[src/sv/emrt_pkg.sv]
// ----------------------------------------------------------------------------
// emrt_pkg: shared types and constants of the exact-match route table
// Request and result words, the internal command word, and the codes used
// by the front and back ends.
// ----------------------------------------------------------------------------
package emrt_pkg;

  // Request kinds
  typedef enum logic [1:0] {
    OP_ADD = 2'd0,
    OP_DEL = 2'd1,
    OP_UPD = 2'd2,
    OP_FWD = 2'd3
  } op_t;

  // Result status codes
  localparam logic [1:0] ST_OK        = 2'd0;
  localparam logic [1:0] ST_FULL      = 2'd1;
  localparam logic [1:0] ST_NOT_FOUND = 2'd2;

  // Interface codes
  localparam logic [1:0] IF_ETH   = 2'd0;
  localparam logic [1:0] IF_ATM   = 2'd1;
  localparam logic [1:0] IF_FR    = 2'd2;
  localparam logic [1:0] IF_OTHER = 2'd3;

  localparam int unsigned NUM_COUNTED = 3;
  localparam int unsigned ADDR_W      = 32;
  localparam int unsigned CNT_W       = 32;
  localparam int unsigned IDX_OUT_W   = 7;
  localparam int unsigned ACT_OUT_W   = 8;

  // Search granularity: hit bits examined per scan cycle
  localparam int unsigned CHUNK_W    = 16;
  localparam int unsigned CHUNK_BITS = 4;

  // Command queue between front and back
  localparam int unsigned QUEUE_DEPTH = 2;

  typedef struct packed {
    logic [1:0]        req_type;
    logic [ADDR_W-1:0] dest_addr;
    logic [ADDR_W-1:0] new_addr;
    logic [1:0]        iface_code;
  } in_item_t;

  typedef struct packed {
    logic [1:0]           status;
    logic [IDX_OUT_W-1:0] entry_index;
    logic [1:0]           route_iface;
    logic [CNT_W-1:0]     ethernet_packets;
    logic [CNT_W-1:0]     atm_packets;
    logic [CNT_W-1:0]     fr_packets;
    logic [CNT_W-1:0]     miss_packets;
    logic [ACT_OUT_W-1:0] active_routes;
  } out_item_t;

  // Classified request as the back end sees it
  typedef struct packed {
    op_t               op;
    logic [ADDR_W-1:0] key;
    logic [ADDR_W-1:0] new_addr;
    logic [1:0]        iface;
  } cmd_t;

endpackage

[src/sv/emrt_front.sv]
// ----------------------------------------------------------------------------
// emrt_front: request intake and classification
// Decodes each accepted request word into a command and holds it in a
// short queue until the back end takes it.
// ----------------------------------------------------------------------------
module emrt_front (
  input  logic               clk,
  input  logic               rst_n,
  input  logic               push,
  output logic               full,
  input  emrt_pkg::in_item_t in_item,
  output logic               cmd_valid,
  input  logic               cmd_ready,
  output emrt_pkg::cmd_t     cmd
);

  localparam int unsigned PTR_W = $clog2(emrt_pkg::QUEUE_DEPTH);
  localparam int unsigned FILL_W = $clog2(emrt_pkg::QUEUE_DEPTH + 1);

  emrt_pkg::cmd_t    q_r [emrt_pkg::QUEUE_DEPTH];
  logic [PTR_W-1:0]  wr_ptr_r, wr_ptr_nxt;
  logic [PTR_W-1:0]  rd_ptr_r, rd_ptr_nxt;
  logic [FILL_W-1:0] fill_r, fill_nxt;
  emrt_pkg::cmd_t    cls;
  logic              do_push, do_pop;

  always_comb begin
    case (in_item.req_type)
      emrt_pkg::OP_ADD: cls.op = emrt_pkg::OP_ADD;
      emrt_pkg::OP_DEL: cls.op = emrt_pkg::OP_DEL;
      emrt_pkg::OP_UPD: cls.op = emrt_pkg::OP_UPD;
      default:          cls.op = emrt_pkg::OP_FWD;
    endcase
    cls.key      = in_item.dest_addr;
    cls.new_addr = in_item.new_addr;
    cls.iface    = in_item.iface_code;
  end

  assign full      = (fill_r == FILL_W'(emrt_pkg::QUEUE_DEPTH));
  assign cmd_valid = (fill_r != '0);
  assign cmd       = q_r[rd_ptr_r];
  assign do_push   = push && !full;
  assign do_pop    = cmd_valid && cmd_ready;

  always_comb begin
    wr_ptr_nxt = wr_ptr_r;
    rd_ptr_nxt = rd_ptr_r;
    fill_nxt   = fill_r;
    if (do_push) begin
      wr_ptr_nxt = (wr_ptr_r == PTR_W'(emrt_pkg::QUEUE_DEPTH - 1)) ? '0 : wr_ptr_r + 1'b1;
    end
    if (do_pop) begin
      rd_ptr_nxt = (rd_ptr_r == PTR_W'(emrt_pkg::QUEUE_DEPTH - 1)) ? '0 : rd_ptr_r + 1'b1;
    end
    if (do_push && !do_pop) begin
      fill_nxt = fill_r + 1'b1;
    end else if (do_pop && !do_push) begin
      fill_nxt = fill_r - 1'b1;
    end
  end

  always_ff @(posedge clk) begin
    if (!rst_n) begin
      wr_ptr_r <= '0;
      rd_ptr_r <= '0;
      fill_r   <= '0;
    end else begin
      wr_ptr_r <= wr_ptr_nxt;
      rd_ptr_r <= rd_ptr_nxt;
      fill_r   <= fill_nxt;
    end
  end

  always_ff @(posedge clk) begin
    if (do_push) begin
      q_r[wr_ptr_r] <= cls;
    end
  end

endmodule

[config.mk]
export PLATFORM = sky130hd
export DESIGN_NAME = emrt_front
export DESIGN_NICKNAME = d
export VERILOG_FILES = /design/src/sv/emrt_pkg.sv /design/src/sv/emrt_front.sv
export SDC_FILE = /design/constraint.sdc
export NUM_CORES = 1
export LEC_CHECK = 0
export BUFFER_PORTS_ARGS = -buffer_cell sky130_fd_sc_hd__clkbuf_2
export CELL_PAD_IN_SITES_DETAIL_PLACEMENT = 1
export CELL_PAD_IN_SITES_GLOBAL_PLACEMENT = 2
export CORE_UTILIZATION = 34
export CTS_CLUSTER_DIAMETER = 30
export DETAILED_ROUTE_END_ITERATION = 7
export GPL_ROUTABILITY_DRIVEN = 0
export PLACE_DENSITY = 0.74
export SYNTH_ARGS = -nofsm -noshare
export SYNTH_HDL_FRONTEND = slang
export SYNTH_SLANG_ARGS = --single-unit
[constraint.sdc]
create_clock -name clk -period 3.5 [get_ports clk]
set_input_delay 0.525 -clock clk [delete_from_list [all_inputs] [get_ports clk]]
set_output_delay 0.525 -clock clk [all_outputs]
set_load 0.1 [all_outputs]
Yosys cells after proc, flatten, opt, wreduce, memory -nomap -nowiden
Memory sizes are Yosys's and may differ from the RTL's. A register that Yosys moved wholly into a read port is not among the register bits.
Index checks and enable logic that the tools add are counted.
{"block": "classes", "addsub": 4, "eq_ne": 3, "n_mux": 9, "reduce_logical": 10}
{"operator": "$mux 1", "n": 6}
{"operator": "$pmux 2 s3", "n": 1}
{"operator": "$eq 2x2->1 const B", "n": 2}
{"operator": "$logic_and 1x1->1", "n": 4}
{"operator": "$mux 2", "n": 2}
{"operator": "$reduce_bool 2->1", "n": 2}
{"operator": "$logic_not 1->1", "n": 3}
{"operator": "$add 1x1->1 const B", "n": 2}
{"operator": "$add 2x1->2 const B", "n": 1}
{"operator": "$eq 2x1->1 const B", "n": 1}
{"operator": "$logic_not 2->1", "n": 1}
{"operator": "$sub 2x1->2 const B", "n": 1}
{"block": "totals", "regBits": 4, "ramBits": 136, "in_bits": 72, "output_inout_bits": 70, "elab_cells": 30, "mem_count": 1}
{"name": "q_r", "words": 2, "word_bits": 68, "read_ports": 1, "rd_ports_with_merged_regs": 1, "write_ports": 1, "line_no": "emrt_front.sv:20", "rtl": "emrt_pkg::cmd_t q_r [emrt_pkg::QUEUE_DEPTH];"}

Longest topological paths before layout
{"block": "logic_depth", "depth_word": 7, "ltp_mapped": 7, "ltp_nobuf": 7}

Least setup slack after synthesis
No wires, ideal clock.
{"block": "synth_path", "path_kind": "register to register", "start": "register fill_r[0]", "end": "memory q_r[0][0] (netlist name) (enable)", "t_arrival_ps": 3449, "t_required_ps": 3017, "slack_ps": -432, "stages_incl_launch_ff": 4, "period_less_slack_ps": 3932, "path_cell_list": "dfxtp_1 -> nand2b_1 -> inv_2 -> nor3_2"}
{"block": "synth_via", "elab_chain_len": 5}
{"item": "from (decl)", "line_no": "emrt_front.sv:23", "rtl": "logic [FILL_W-1:0] fill_r, fill_nxt;"}
{"item": "from (signal assigned)", "line_no": "emrt_front.sv:70", "rtl": "fill_r <= fill_nxt;"}
{"item": "$eq 2x2->1", "line_no": "emrt_front.sv:39", "rtl": "assign full = (fill_r == FILL_W'(emrt_pkg::QUEUE_DEPTH));"}
{"item": "named net full", "line_no": "emrt_front.sv:10", "rtl": "output logic full,"}
{"item": "$logic_not 1->1", "line_no": "emrt_front.sv:42", "rtl": "assign do_push = push && !full;"}
{"item": "$logic_and 1x1->1", "line_no": "emrt_front.sv:42"}
{"item": "$mux 1", "line_no": "emrt_front.sv:75", "rtl": "if (do_push) begin"}
{"item": "$mux 1 (not written as such)", "line_no": "emrt_front.sv:76", "rtl": "q_r[wr_ptr_r] <= cls;"}
{"item": "to (decl)", "line_no": "emrt_front.sv:20"}
The timed path passes the listed nets, and every way through them passes these cells.

==> flow_metrics.py <==
metrics = {
    "status": {
        "outcome": "finished clean",
    },
    "final_layout": {
        "drive_gt1_share_pct": 60.99,
        "antenna_cells": 0,
        "fill_cells": 1454,
        "num-nets-final": 465,
        "area_delta_synth_final_pct": 28.09,
    },
    "synth": {
        "ys_seq_area_share_pct": 79.94,
        "syn_nets": 312,
        "yosysUniqueCellTypes": 24,
        "yosys_warnings": 0,
        "syn_area_per_cell_um2": 21.90,
        "syn_area_um2": 5234,
        "synth_top_cell_by_area": "edfxtp_1",
        "syn_inst": 239,
        "synth_top_area_share_pct": 78.03,
        "ys_seq_elements": 141,
        "synth_area_leaders": "edfxtp_1, mux2_2, mux2_4",
    },
    "worst_setup_path": {
        "r2r_slack_ps": 1610,
        "cp_max_fo": 35,
        "worstPathArrival_ps": 2140,
        "r2r-start": "fill_r[0]$_SDFFE_PN0P_",
        "worstReg2RegEnd": "q_r[1][45]$_DFFE_PP_",
        "reg2regPathDepth": 2,
        "required_ps": 2970,
        "cp-start-kind": "register",
        "end_kind": "output port",
        "crit_type": "reg -> out",
    },
    "routing": {
        "drt_pass1_iterations": 4,
        "drt_iter0_drc": 90,
        "routedWlPerCell_um": 16.07,
        "ant_nets": 0,
        "via_per_inst": 4.509,
        "drt_wl_total_um": 9467,
        "drt_drc_violations_left": 0,
        "vias": 2656,
    },
    "sta": {
        "skew_ps": 4.526,
        "rsz0062_at_grt": "no",
        "fmax_ghz": 0.3749,
        "fin_crit_sh_pct": 76.20,
        "tns_ps": 0,
        "worst_pin_slew_ps": 978.3,
        "setup_viol": 0,
        "hold_viol": 0,
        "slew_violations": 0,
        "fin_crit_ps": 2667,
        "slew_headroom_pct": 34.78,
    },
    "placed_design": {
        "portBuffers": 141,
        "hpwl_um": 6391,
    },
    "floorplan": {
        "core_um2": 14750,
        "pin_count": 142,
        "die_area_um2": 15890,
        "die_y_um": 126.1,
        "start_util_pct": 35.47,
        "core.rowCount": 44,
        "dieWidth_um": 126.1,
    },
    "grt": {
        "grt_pass1_wl_um": 15080,
        "grt_overflow": 0,
        "grt_antenna_before_repair": 0,
        "grt_max_degree": 69,
        "grt_usage_pct": 12.93,
        "grt_pass1_vias": 2963,
    },
    "clock_network": {
        "insertion_delay_ps": 410,
        "cts.clk_slew.worst_paths_ps": 60,
        "cts_buffers": 17,
        "htreeDepth": 4,
        "postCtsSetupBuffers": 0,
        "cts_sinks": 141,
        "hold_buffers": 0,
        "ctsResizeCount": 0,
        "cts_tree": "done",
        "root_buffer": "clkbuf_16",
        "cts_buffer_depth": 2,
    },
    "min_path": {
        "min-delay-start": "in_item[37]",
        "whs_path_depth": 1,
        "min_to": "q_r[0][37]$_DFFE_PP_",
        "hold_path.class": "in -> reg",
    },
    "run": {
        "drv_cap": 0,
    },
}
-- sequential cells by signal, summed over array words and instances (netlist names), named ones only --
name,count
rd_ptr_r,1
fill_r,2
q_r,136
wr_ptr_r,1
-- layer usage --
layer | vias up | track usage [%] | routed length [um]
li1 | 1245 | - | -
met1 | 1297 | 14.42 | 3841
met2 | 98 | 21.55 | 4740
met3 | 16 | 5.098 | 729
met4 | 0 | 6.378 | 156
met5 | - | 0 | 0
-- per-stage QoR --
step	std cells	instance area (um2)	worst slack [ps]	util, %	hold WS [ps]
floorplan	239	5240	608.8	-	478.5
global placement	557	6147	1233	41.66	501.5
global route	589	6704	683.7	45.44	278.9
finish	589	6704	832.9	45.44	302.3
detailed placement	557	6147	1217	41.66	532.3
CTS	589	6704	762.5	45.44	279.5
-- cell usage after synthesis --
cell type  number
nor3_2          1
o21ai_0         1
mux2_4         20
ha_1            1
or2_2           1
a21boi_0        1
nor2_1          1
inv_1           1
or3_1           1
inv_2           1
and3_1          1
and2_1          3
dfxtp_1         5
clkbuf_1        2
nand2b_1        1
edfxtp_1      136
xnor2_1         2
a21boi_1        1
buf_6           4
buf_2           4
mux2_2         48
xor2_1          1
o21a_1          1
o21ai_1         1
-- worst max path at each step --
stage	start	to	slack, ps	cells after the start
2_1_floorplan	fill_r[0]$_SDFFE_PN0P_	q_r[0][0]$_DFFE_PP_	610	3
3_3_place_gp	register	cmd[56]	1230	3
3_5_place_dp	register	cmd[60]	1220	3
4_1_cts	register	cmd[60]	760	3
5_1_grt	register	cmd[58]	680	3
6_report	register	cmd[56]	830	3
-- layout by cell type, fill, tap and decap left out, types with 3 or more instances in the layout --
master     instances
mux2_2            48
and2_1             3
clkbuf_2         141
clkbuf_16         17
mux2_4            20
edfxtp_1         136
dfxtp_1            4
clkinv_2           8
-- layout make-up --
cell class	instances	area, um2	area share (%)
Sequential cell	141	4188	62.47
Multi-Input combinational cell	86	980.9	14.63
Timing Repair Buffer	144	740.7	11.05
Clock buffer	18	429.2	6.402
Tap cell	184	230.2	3.434
Clock inverter	14	127.6	1.904
Inverter	2	7.507	0.1120
-- critical path: stages, from the launching register on --
cell and delay, ps:
dfxtp_4 660, buf_12 290, mux2_2 370, clkbuf_2 370
-- cells by family (layout without fill, tap and decap cells) --
logic type               Yosys count  count (layout)  synth area share [%]
AO/OA/AOI/OAI                      5               5                0.6215
flip-flops                       141             141                 79.94
multiplexers                      68              68                 16.07
buffers and inverters             12             178                 1.530
XOR/XNOR                           3               3                0.5021
AND/OR/NAND/NOR                    9               9                 1.100
adder cells (fa/ha/maj)            1               1                0.2390
Power is not shown: default switching activity piles up to over one toggle a cycle in this logic, so the estimate is an artifact.
